[config.mk]
export PLATFORM = sky130hd
export DESIGN_NAME = tile_partition_ctu_mapper
export DESIGN_NICKNAME = d
export VERILOG_FILES = /design/src/hw/rtl/tpcm_pkg.sv /design/src/hw/rtl/tile_partition_ctu_mapper.sv
export SDC_FILE = /design/constraint.sdc
export NUM_CORES = 2
export LEC_CHECK = 0
export BUFFER_PORTS_ARGS = -buffer_cell sky130_fd_sc_hd__buf_4
export CELL_PAD_IN_SITES_DETAIL_PLACEMENT = 0
export CELL_PAD_IN_SITES_GLOBAL_PLACEMENT = 2
export CORE_MARGIN = 2
export CORE_UTILIZATION = 42
export DETAILED_ROUTE_END_ITERATION = 16
export PLACE_DENSITY = 0.85
export SYNTH_ARGS = -nofsm -noshare
export SYNTH_HDL_FRONTEND = slang
export SYNTH_MEMORY_MAX_BITS = 65536
export SYNTH_SLANG_ARGS = --single-unit
[constraint.sdc]
create_clock -name clock -period 15.3 [get_ports clock]
set_input_delay 2.295 -clock clock [delete_from_list [all_inputs] [get_ports clock]]
set_output_delay 2.295 -clock clock [all_outputs]
set_load 0.05 [all_outputs]
[src/hw/rtl/tpcm_pkg.sv]
// constants, register codes and helper functions for the tile partition ctu mapper
// no dependencies

package tpcm_pkg;

   localparam int CTU_SIZE      = 64;
   localparam int CTU_LOG2      = $clog2(CTU_SIZE);
   localparam int MAX_TILE_COLS = 8;
   localparam int MAX_TILE_ROWS = 8;
   localparam int MIN_TILE_W    = 4;
   localparam int MIN_TILE_H    = 1;

   localparam int ADDR_W  = 14;
   localparam int PIX_W   = 14;
   localparam int DIM_W   = PIX_W - CTU_LOG2 + 1;
   localparam int END_W   = 12;
   localparam int RCP_W   = 16;
   localparam int RCP_SH  = 15;
   localparam int WH_W    = 2 * DIM_W - 1;
   localparam int N_TILES = 8;

   typedef enum logic [2:0] {
      CSR_PIC_WIDTH     = 3'd0,
      CSR_PIC_HEIGHT    = 3'd1,
      CSR_TILE_COLS     = 3'd2,
      CSR_TILE_ROWS     = 3'd3,
      CSR_UNIFORM       = 3'd4,
      CSR_COLUMN_WIDTHS = 3'd5,
      CSR_ROW_HEIGHTS   = 3'd6
   } csr_index_type;

   // ceil(2^15 / n) for tile counts 1..8
   function automatic logic [RCP_W-1:0] recip(input logic [3:0] n);
      case (n)
         4'd1:    recip = 16'd32768;
         4'd2:    recip = 16'd16384;
         4'd3:    recip = 16'd10923;
         4'd4:    recip = 16'd8192;
         4'd5:    recip = 16'd6554;
         4'd6:    recip = 16'd5462;
         4'd7:    recip = 16'd4682;
         4'd8:    recip = 16'd4096;
         default: recip = 16'd32768;
      endcase
   endfunction

   function automatic logic [3:0] clamp_count(input logic [3:0] v, input logic [3:0] maxv);
      if (v == 4'd0) begin
         clamp_count = 4'd1;
      end else if (v > maxv) begin
         clamp_count = maxv;
      end else begin
         clamp_count = v;
      end
   endfunction

   function automatic logic [6:0] edge_of(input logic [END_W-1:0] e);
      if (e == '0) begin
         edge_of = 7'd0;
      end else if (e - END_W'(1) > END_W'(127)) begin
         edge_of = 7'd127;
      end else begin
         edge_of = 7'(e - END_W'(1));
      end
   endfunction

   function automatic logic [7:0] sat255(input logic [END_W-1:0] v);
      sat255 = (v > END_W'(255)) ? 8'd255 : v[7:0];
   endfunction

endpackage

[src/hw/rtl/tile_partition_ctu_mapper.sv]
// tile partition ctu mapper top level: maps a raster ctu address to its tile
// depends on tpcm_pkg

// One address beat is taken per cycle while rsp_ready does not hold the
// output; each beat passes the input register, four division stages, tile
// search and output register. The address-by-width division is cut up to four
// quotient bits per stage. Tile boundaries are derived from the configuration registers in a
// three-register chain, so configuration must only be written while the
// block is idle; the first address may follow the write in the next cycle.
module tile_partition_ctu_mapper (
   input  logic                        clock,
   input  logic                        reset,
   input  logic                        req_valid,
   output logic                        req_ready,
   input  logic [tpcm_pkg::ADDR_W-1:0] req_ctu_address,
   output logic                        rsp_valid,
   input  logic                        rsp_ready,
   output logic [5:0]                  rsp_tile_index,
   output logic [2:0]                  rsp_tile_column,
   output logic [2:0]                  rsp_tile_row,
   output logic [7:0]                  rsp_tile_width,
   output logic [7:0]                  rsp_tile_height,
   output logic [6:0]                  rsp_right_edge,
   output logic [6:0]                  rsp_bottom_edge,
   output logic [tpcm_pkg::ADDR_W-1:0] rsp_first_ctu,
   output logic                        rsp_size_error,
   output logic                        rsp_out_of_range,
   input  logic                        csr_write_enable,
   input  logic [2:0]                  csr_index,
   input  logic [63:0]                 csr_write_data
);
   import tpcm_pkg::*;

   typedef struct packed {
      logic [ADDR_W-1:0] addr;
      logic [DIM_W-1:0]  rem;
      logic [ADDR_W-1:0] quot;
      logic              oor;
   } div_stage_type;

   typedef struct packed {
      logic [2:0] col;
      logic [2:0] row;
      logic       oor;
   } pos_stage_type;

   localparam int NSTG = 7;

   // configuration registers
   logic [PIX_W-1:0] pic_width_ff, pic_height_ff;
   logic [3:0]       tile_cols_ff, tile_rows_ff;
   logic             uniform_ff;
   logic [63:0]      column_widths_ff, row_heights_ff;

   logic [DIM_W-1:0] dim_total [2];
   logic [3:0]       dim_n [2];
   logic [63:0]      dim_pack [2];

   logic [END_W-1:0] bnd_ff [2][N_TILES], bnd_in [2][N_TILES];
   logic [END_W-1:0] psum_ff [2][N_TILES], psum_in [2][N_TILES];
   logic [END_W-1:0] end_ff [2][N_TILES], end_in [2][N_TILES];
   logic [END_W-1:0] size_ff [2][N_TILES], size_in [2][N_TILES];
   logic             serr_ff, serr_in;
   logic [WH_W-1:0]  wh_ff, wh_in;

   logic [NSTG-1:0]  valid_ff;
   logic [NSTG-1:0]  en;
   div_stage_type    div_ff [5], div_in [5];
   pos_stage_type    pos_ff, pos_in;

   logic [5:0]        idx_in;
   logic [7:0]        tw_in, th_in;
   logic [6:0]        re_in, be_in;
   logic [ADDR_W-1:0] first_in;

   function automatic logic [DIM_W:0] div_step(input logic [DIM_W-1:0] rem,
                                                input logic din,
                                                input logic [DIM_W-1:0] dv);
      logic [DIM_W:0] t;
      t = {rem, din};
      if (t >= {1'b0, dv}) begin
         div_step = {1'b1, DIM_W'(t - {1'b0, dv})};
      end else begin
         div_step = {1'b0, t[DIM_W-1:0]};
      end
   endfunction

   // configuration writes
   always_ff @(posedge clock) begin
      if (reset) begin
         pic_width_ff     <= PIX_W'(1920);
         pic_height_ff    <= PIX_W'(1080);
         tile_cols_ff     <= 4'd1;
         tile_rows_ff     <= 4'd1;
         uniform_ff       <= 1'b1;
         column_widths_ff <= '0;
         row_heights_ff   <= '0;
      end else if (csr_write_enable) begin
         case (csr_index_type'(csr_index))
            CSR_PIC_WIDTH:     pic_width_ff     <= csr_write_data[PIX_W-1:0];
            CSR_PIC_HEIGHT:    pic_height_ff    <= csr_write_data[PIX_W-1:0];
            CSR_TILE_COLS:     tile_cols_ff     <= csr_write_data[3:0];
            CSR_TILE_ROWS:     tile_rows_ff     <= csr_write_data[3:0];
            CSR_UNIFORM:       uniform_ff       <= csr_write_data[0];
            CSR_COLUMN_WIDTHS: column_widths_ff <= csr_write_data;
            CSR_ROW_HEIGHTS:   row_heights_ff   <= csr_write_data;
            default: ;
         endcase
      end
   end

   // grid geometry, first derived register
   always_comb begin
      logic [PIX_W:0]              wsum, hsum;
      logic [END_W-1:0]            acc;
      logic [END_W+RCP_W-1:0]      prod;
      logic [2*DIM_W-1:0]          whp;
      wsum = {1'b0, pic_width_ff} + (PIX_W+1)'(CTU_SIZE - 1);
      hsum = {1'b0, pic_height_ff} + (PIX_W+1)'(CTU_SIZE - 1);
      dim_total[0] = wsum[PIX_W:CTU_LOG2];
      dim_total[1] = hsum[PIX_W:CTU_LOG2];
      dim_n[0] = clamp_count(tile_cols_ff, 4'(MAX_TILE_COLS));
      dim_n[1] = clamp_count(tile_rows_ff, 4'(MAX_TILE_ROWS));
      dim_pack[0] = column_widths_ff;
      dim_pack[1] = row_heights_ff;
      for (int d = 0; d < 2; d++) begin
         acc = '0;
         for (int k = 0; k < N_TILES; k++) begin
            prod = (END_W'(k + 1) * END_W'(dim_total[d])) * recip(dim_n[d]);
            bnd_in[d][k] = prod[RCP_SH+END_W-1:RCP_SH];
            acc = acc + END_W'(dim_pack[d][8*k +: 8]);
            psum_in[d][k] = acc;
         end
      end
      whp = dim_total[0] * dim_total[1];
      wh_in = whp[WH_W-1:0];
   end

   // tile ends, second derived register
   always_comb begin
      logic [END_W-1:0] prev, last;
      for (int d = 0; d < 2; d++) begin
         prev = (dim_n[d] >= 4'd2) ? psum_ff[d][3'(dim_n[d] - 4'd2)] : '0;
         last = (END_W'(dim_total[d]) > prev) ? END_W'(dim_total[d]) : prev;
         for (int k = 0; k < N_TILES; k++) begin
            if (uniform_ff) begin
               end_in[d][k] = bnd_ff[d][k];
            end else if (4'(k) < dim_n[d] - 4'd1) begin
               end_in[d][k] = psum_ff[d][k];
            end else begin
               end_in[d][k] = last;
            end
         end
      end
   end

   // tile sizes and size check, third derived register
   always_comb begin
      serr_in = 1'b0;
      for (int d = 0; d < 2; d++) begin
         size_in[d][0] = end_ff[d][0];
         for (int k = 1; k < N_TILES; k++) begin
            size_in[d][k] = end_ff[d][k] - end_ff[d][k-1];
         end
      end
      for (int k = 0; k < N_TILES; k++) begin
         if (4'(k) < dim_n[0] && size_in[0][k] < END_W'(MIN_TILE_W)) serr_in = 1'b1;
         if (4'(k) < dim_n[1] && size_in[1][k] < END_W'(MIN_TILE_H)) serr_in = 1'b1;
      end
   end

   always_ff @(posedge clock) begin
      bnd_ff  <= bnd_in;
      psum_ff <= psum_in;
      end_ff  <= end_in;
      size_ff <= size_in;
      serr_ff <= serr_in;
      wh_ff   <= wh_in;
   end

   // stage enables, bubbles collapse
   always_comb begin
      en[NSTG-1] = !valid_ff[NSTG-1] || rsp_ready;
      for (int s = NSTG - 2; s >= 0; s--) begin
         en[s] = !valid_ff[s] || en[s+1];
      end
   end

   assign req_ready = en[0];
   assign rsp_valid = valid_ff[NSTG-1];

   // division by picture width, up to four quotient bits per stage
   always_comb begin
      div_stage_type  cur;
      logic [DIM_W:0] st;
      div_in[0] = '{addr: req_ctu_address, rem: '0, quot: '0, oor: 1'b0};
      for (int j = 0; j < 4; j++) begin
         cur = div_ff[j];
         if (j == 0) begin
            cur.oor = WH_W'(cur.addr) >= wh_ff;
         end
         for (int b = 0; b < 4; b++) begin
            if (4 * j + b < ADDR_W) begin
               st = div_step(cur.rem, cur.addr[ADDR_W-1], dim_total[0]);
               cur.rem  = st[DIM_W-1:0];
               cur.quot = {cur.quot[ADDR_W-2:0], st[DIM_W]};
               cur.addr = {cur.addr[ADDR_W-2:0], 1'b0};
            end
         end
         div_in[j+1] = cur;
      end
   end

   // tile column and row search
   always_comb begin
      logic [END_W-1:0] x, y;
      if (dim_total[0] == '0) begin
         x = '0;
         y = '0;
      end else begin
         x = END_W'(div_ff[4].rem);
         y = (div_ff[4].quot > ADDR_W'((1 << END_W) - 1)) ? '1 : END_W'(div_ff[4].quot);
      end
      pos_in.col = 3'(dim_n[0] - 4'd1);
      pos_in.row = 3'(dim_n[1] - 4'd1);
      pos_in.oor = div_ff[4].oor;
      for (int k = N_TILES - 1; k >= 0; k--) begin
         if (4'(k) < dim_n[0] && x < end_ff[0][k]) pos_in.col = 3'(k);
         if (4'(k) < dim_n[1] && y < end_ff[1][k]) pos_in.row = 3'(k);
      end
   end

   // result fields
   always_comb begin
      logic [END_W-1:0]         left, top;
      logic [6:0]               idx_full;
      logic [END_W+DIM_W-1:0]   fprod;
      left = (pos_ff.col == 3'd0) ? '0 : end_ff[0][pos_ff.col - 3'd1];
      top  = (pos_ff.row == 3'd0) ? '0 : end_ff[1][pos_ff.row - 3'd1];
      idx_full = 7'(pos_ff.row) * 7'(dim_n[0]) + 7'(pos_ff.col);
      idx_in   = idx_full[5:0];
      tw_in    = sat255(size_ff[0][pos_ff.col]);
      th_in    = sat255(size_ff[1][pos_ff.row]);
      re_in    = edge_of(end_ff[0][pos_ff.col]);
      be_in    = edge_of(end_ff[1][pos_ff.row]);
      fprod    = top * dim_total[0] + (END_W+DIM_W)'(left);
      first_in = fprod[ADDR_W-1:0];
   end

   always_ff @(posedge clock) begin
      if (reset) begin
         valid_ff <= '0;
      end else begin
         if (en[0]) valid_ff[0] <= req_valid;
         for (int s = 1; s < NSTG; s++) begin
            if (en[s]) begin
               valid_ff[s] <= valid_ff[s-1];
            end
         end
      end
   end

   always_ff @(posedge clock) begin
      for (int j = 0; j < 5; j++) begin
         if (en[j]) div_ff[j] <= div_in[j];
      end
      if (en[5]) pos_ff <= pos_in;
      if (en[6]) begin
         rsp_tile_index   <= idx_in;
         rsp_tile_column  <= pos_ff.col;
         rsp_tile_row     <= pos_ff.row;
         rsp_tile_width   <= tw_in;
         rsp_tile_height  <= th_in;
         rsp_right_edge   <= re_in;
         rsp_bottom_edge  <= be_in;
         rsp_first_ctu    <= first_in;
         rsp_size_error   <= serr_ff;
         rsp_out_of_range <= pos_ff.oor;
      end
   end

endmodule
==> flow_metrics.py <==
metrics = {
    "status": {
        "outcome": "finished clean",
    },
    "clock_tree": {
        "clock_latency_ns": 0.81,
        "cts_hold_buf": 0,
        "clk_path_buf_depth": 3,
        "cts_buffers": 119,
        "clk_pin_slew_ns": 0.07,
        "postCtsSetupBuffers": 0,
        "cts.sinks": 1021,
        "cts_tree": "done",
        "cts_resized": 0,
        "h-tree-depth": 3,
        "cts.root.buffer_cell": "clkbuf_16",
    },
    "global_routing": {
        "busiest_layer": "met2",
        "use_met3_pct": 3.916,
        "grtUsageTotal_pct": 30.97,
        "overflow": 0,
        "grt_max_degree": 120,
        "grt_use_met2_pct": 51.49,
        "grt_pass1_wl_um": 565800,
        "use_met1_pct": 39.36,
        "antenna_found_initial": 14,
        "grt_pass1_vias": 83920,
    },
    "synth": {
        "synth_ff_type": "dfxtp_1",
        "ys_seq_area_share_pct": 21.56,
        "async_flop_share_pct": 0,
        "synth_area_leader_cell": "fa_1",
        "yosys_warnings": 0,
        "synth_enable_flop_cells": 175,
        "netlist_instances": 11210,
        "synth.distinct_cells": 98,
        "netlist_area_um2": 102900,
        "synth_top_area_share_pct": 22.78,
        "synth.area.top_cells": "fa_1 23%, dfxtp_1 16%, ha_1 14%, inv_1 6.4%, edfxtp_1 5.1%",
        "ys_seq_elements": 1021,
        "syn_avg_cell_area_um2": 9.177,
    },
    "layout": {
        "drive_gt1_share_pct": 7.758,
        "final_area_um2": 112600,
        "fillers": 23560,
        "utilization_pct": 46.25,
        "syn2layout_area_growth_pct": 9.407,
        "finalNetCount": 13740,
    },
    "die": {
        "dieArea_um2": 249000,
        "ios": 146,
        "num_rows": 181,
        "die_h_um": 499.0,
        "initial_core_util_pct": 42.27,
        "fp.dieW_um": 499.0,
        "core_region_area_um2": 243500,
    },
    "pwr": {
        "p_comb_share_pct": 51.1,
        "ir_drop_v": 0.0002620,
        "power_density_nw_per_um2": 126.0,
        "p_switching_mw": 6.051,
        "seq_power_share_pct": 27.3,
        "swShare_pct": 42.64,
        "intPower_mw": 8.140,
        "power.share.clock_pct": 21.7,
        "p_leak_nw": 55.13,
    },
    "setup_path": {
        "crit_top_cell": "nand2_1",
        "critical_path_class": "flop to flop",
        "cp_slowest_cell": "a211oi_1",
        "cp.required_ns": 15.76,
        "path_max_fanout": 16,
        "end_kind": "flop",
        "worstSetupStartpointType": "flop",
        "cpPeakStageDelay_ns": 0.57,
        "crit_arrival_ns": 12.47,
    },
    "placed_design": {
        "place.gp.congestion": 0.9924,
        "hpwlAfterDp_um": 314600,
        "io_buffers": 145,
        "dpl-instance-area_um2": 108300,
    },
    "timing": {
        "tns_ns": 0,
        "skew_ns": 0.06373,
        "final-max-slew-violation-count": 0,
        "period_needed_ns": 12.01,
        "hold_violations": 0,
        "rsz0062_at_grt": "no",
        "max_freq_mhz": 83.28,
        "setup_viol": 0,
        "worstMarginPinSlew_ns": 1.275,
        "finalCritPeriodShare_pct": 78.49,
        "relSlewSlack_pct": 14.28,
    },
    "drt": {
        "dr.pass1.iters": 6,
        "drc": 0,
        "detail_route.iter0.violations": 6723,
        "wl_per_cell_um": 26.50,
        "post_drt_via_cell_ratio": 5.561,
        "ant_nets": 0,
        "vias": 81280,
        "wirelength_um": 387300,
    },
    "job": {
        "drv_cap": 0,
    },
    "hold_path": {
        "hold_class": "flop to flop",
    },
}
[cell families after synthesis]
logic type                 after synthesis  share of synthesized area (%)
and+or+nand+nor                       3006                          12.91
adders and majority gates             2361                          37.24
buffers and inverters                 2145                          7.847
AOI/OAI and AO/OA                     1796                          10.69
DFF                                   1021                          21.56
xor gates and xnor gates               537                          4.653
muxes                                  347                          5.091
other                                    1                       0.003644
[flip-flops by register name (all words and copies together), names as in the netlist, 3 cells and up]
| signal | flops |
|---|---|
| rsp_first_ctu | 14 |
| tile_cols_ff | 4 |
| pic_height_ff | 14 |
| wh_ff | 17 |
| psum_ff | 172 |
| tile_rows_ff | 4 |
| rsp_tile_row | 3 |
| rsp_tile_column | 3 |
| end_ff | 192 |
| size_ff | 192 |
| row_heights_ff | 64 |
| valid_ff | 7 |
| pos_ff | 7 |
| rsp_tile_index | 6 |
| bnd_ff | 100 |
| pic_width_ff | 14 |
| div_ff | 110 |
| rsp_right_edge | 7 |
| rsp_bottom_edge | 7 |
| column_widths_ff | 64 |
| rsp_tile_width | 8 |
| rsp_tile_height | 8 |
[cells in the mapped netlist, types with 83 or more instances]
library cell	instances
nor2b_1	132
dfxtp_1	846
ha_1	1185
mux2i_1	139
a21o_1	206
inv_1	1752
fa_1	1171
edfxtp_1	175
clkbuf_1	326
mux4_2	133
xor2_1	152
a21oi_1	660
o21bai_1	83
o21ai_0	391
nand3_1	86
nor2_1	994
nand2b_1	156
nand2_1	1205
xnor2_1	376
[metrics by stage]
step                      setup WS (ns)  total power, mW  std cells  hold WS [ns]
final                             3.292            14.19      14620        0.3690
after global routing              2.356            15.07      14610        0.3839
after CTS                         3.301            14.20      14610        0.3736
after detailed placement          3.373            11.09      14380        0.3713
after global placement            3.415            11.02      14380        0.3648
after floorplan                   4.575            8.819      11220        0.3545
[routing by layer]
| layer | wire (um) | vias to the layer above | share of wire, % |
|---|---|---|---|
| met5 | 33 | - | 0.0085 |
| met2 | 182700 | 2853 | 47 |
| li1 | - | 36790 | - |
| met3 | 22910 | 753 | 5.9 |
| met4 | 24270 | 4 | 6.3 |
| met1 | 157400 | 40880 | 41 |
[final timing paths]
kind / start / slack (ns) / depth (start not counted) / end
setup reg to reg: pic_width_ff[7] / 3.29 / 42 / div_ff[0][98]
hold reg to reg: column_widths_ff[5] / 0.37 / 0 / psum_ff[185]
hold / removal: column_widths_ff[5] / 0.37 / 0 / psum_ff[185]
setup / recovery: pic_width_ff[7] / 3.29 / 42 / div_ff[0][98]
[layout by cell type (no fill, tap or decap), types with 33 or more instances in the layout]
cell / n
nor3_1: 64
a21boi_0: 40
nand4_1: 52
a21o_1: 206
nor4_1: 45
mux4_2: 133
fa_1: 1171
clkbuf_16: 124
dfxtp_1: 844
and3_1: 33
nor2_1: 985
a211oi_1: 80
mux2_2: 67
or2_2: 53
xnor2_1: 364
inv_1: 1749
o21ai_0: 390
edfxtp_1: 175
and2_1: 78
nand3_1: 85
a21oi_1: 657
nor2b_1: 128
buf_4: 339
nand2b_1: 156
nand2_1: 1204
ha_1: 1185
mux2i_1: 137
o21bai_1: 83
o21a_1: 69
xor2_1: 149
[critical path: cells and delay by family (launching register included)]
kind                     cells  cell delay (ns)
flip-flops                   1             0.51
AND/OR/NAND/NOR             14             2.92
multiplexers                 3             1.02
adder cells (fa/ha/maj)      4             1.72
XOR/XNOR                     1             0.22
AO/OA/AOI/OAI               18             5.01
buffers and inverters        2             0.29
[area by class of cell]
class                   count  area (um2)  share of cell area, %
diodes                      6       15.01                0.01334
clock buffers             158        3431                  3.047
clock inverters            68       813.3                 0.7224
inverters                1771        6653                  5.909
multi-input cells        8049       72920                  64.76
flip-flops and latches   1021       22200                  19.71
well taps                3202        4006                  3.558
repair buffers            340        2556                  2.270
[power by group through the flow]
stage                     sequential [mW]  clock [mW]  combinational, mW
final                                3.87        3.08               7.25
after global routing                 3.89        3.22               7.96
after CTS                            3.86        3.12               7.22
after detailed placement             3.91           0               7.17
after global placement               3.91           0               7.11
after floorplan                      3.86           0               4.96
No activity file was read; power rests on OpenSTA's default activity.
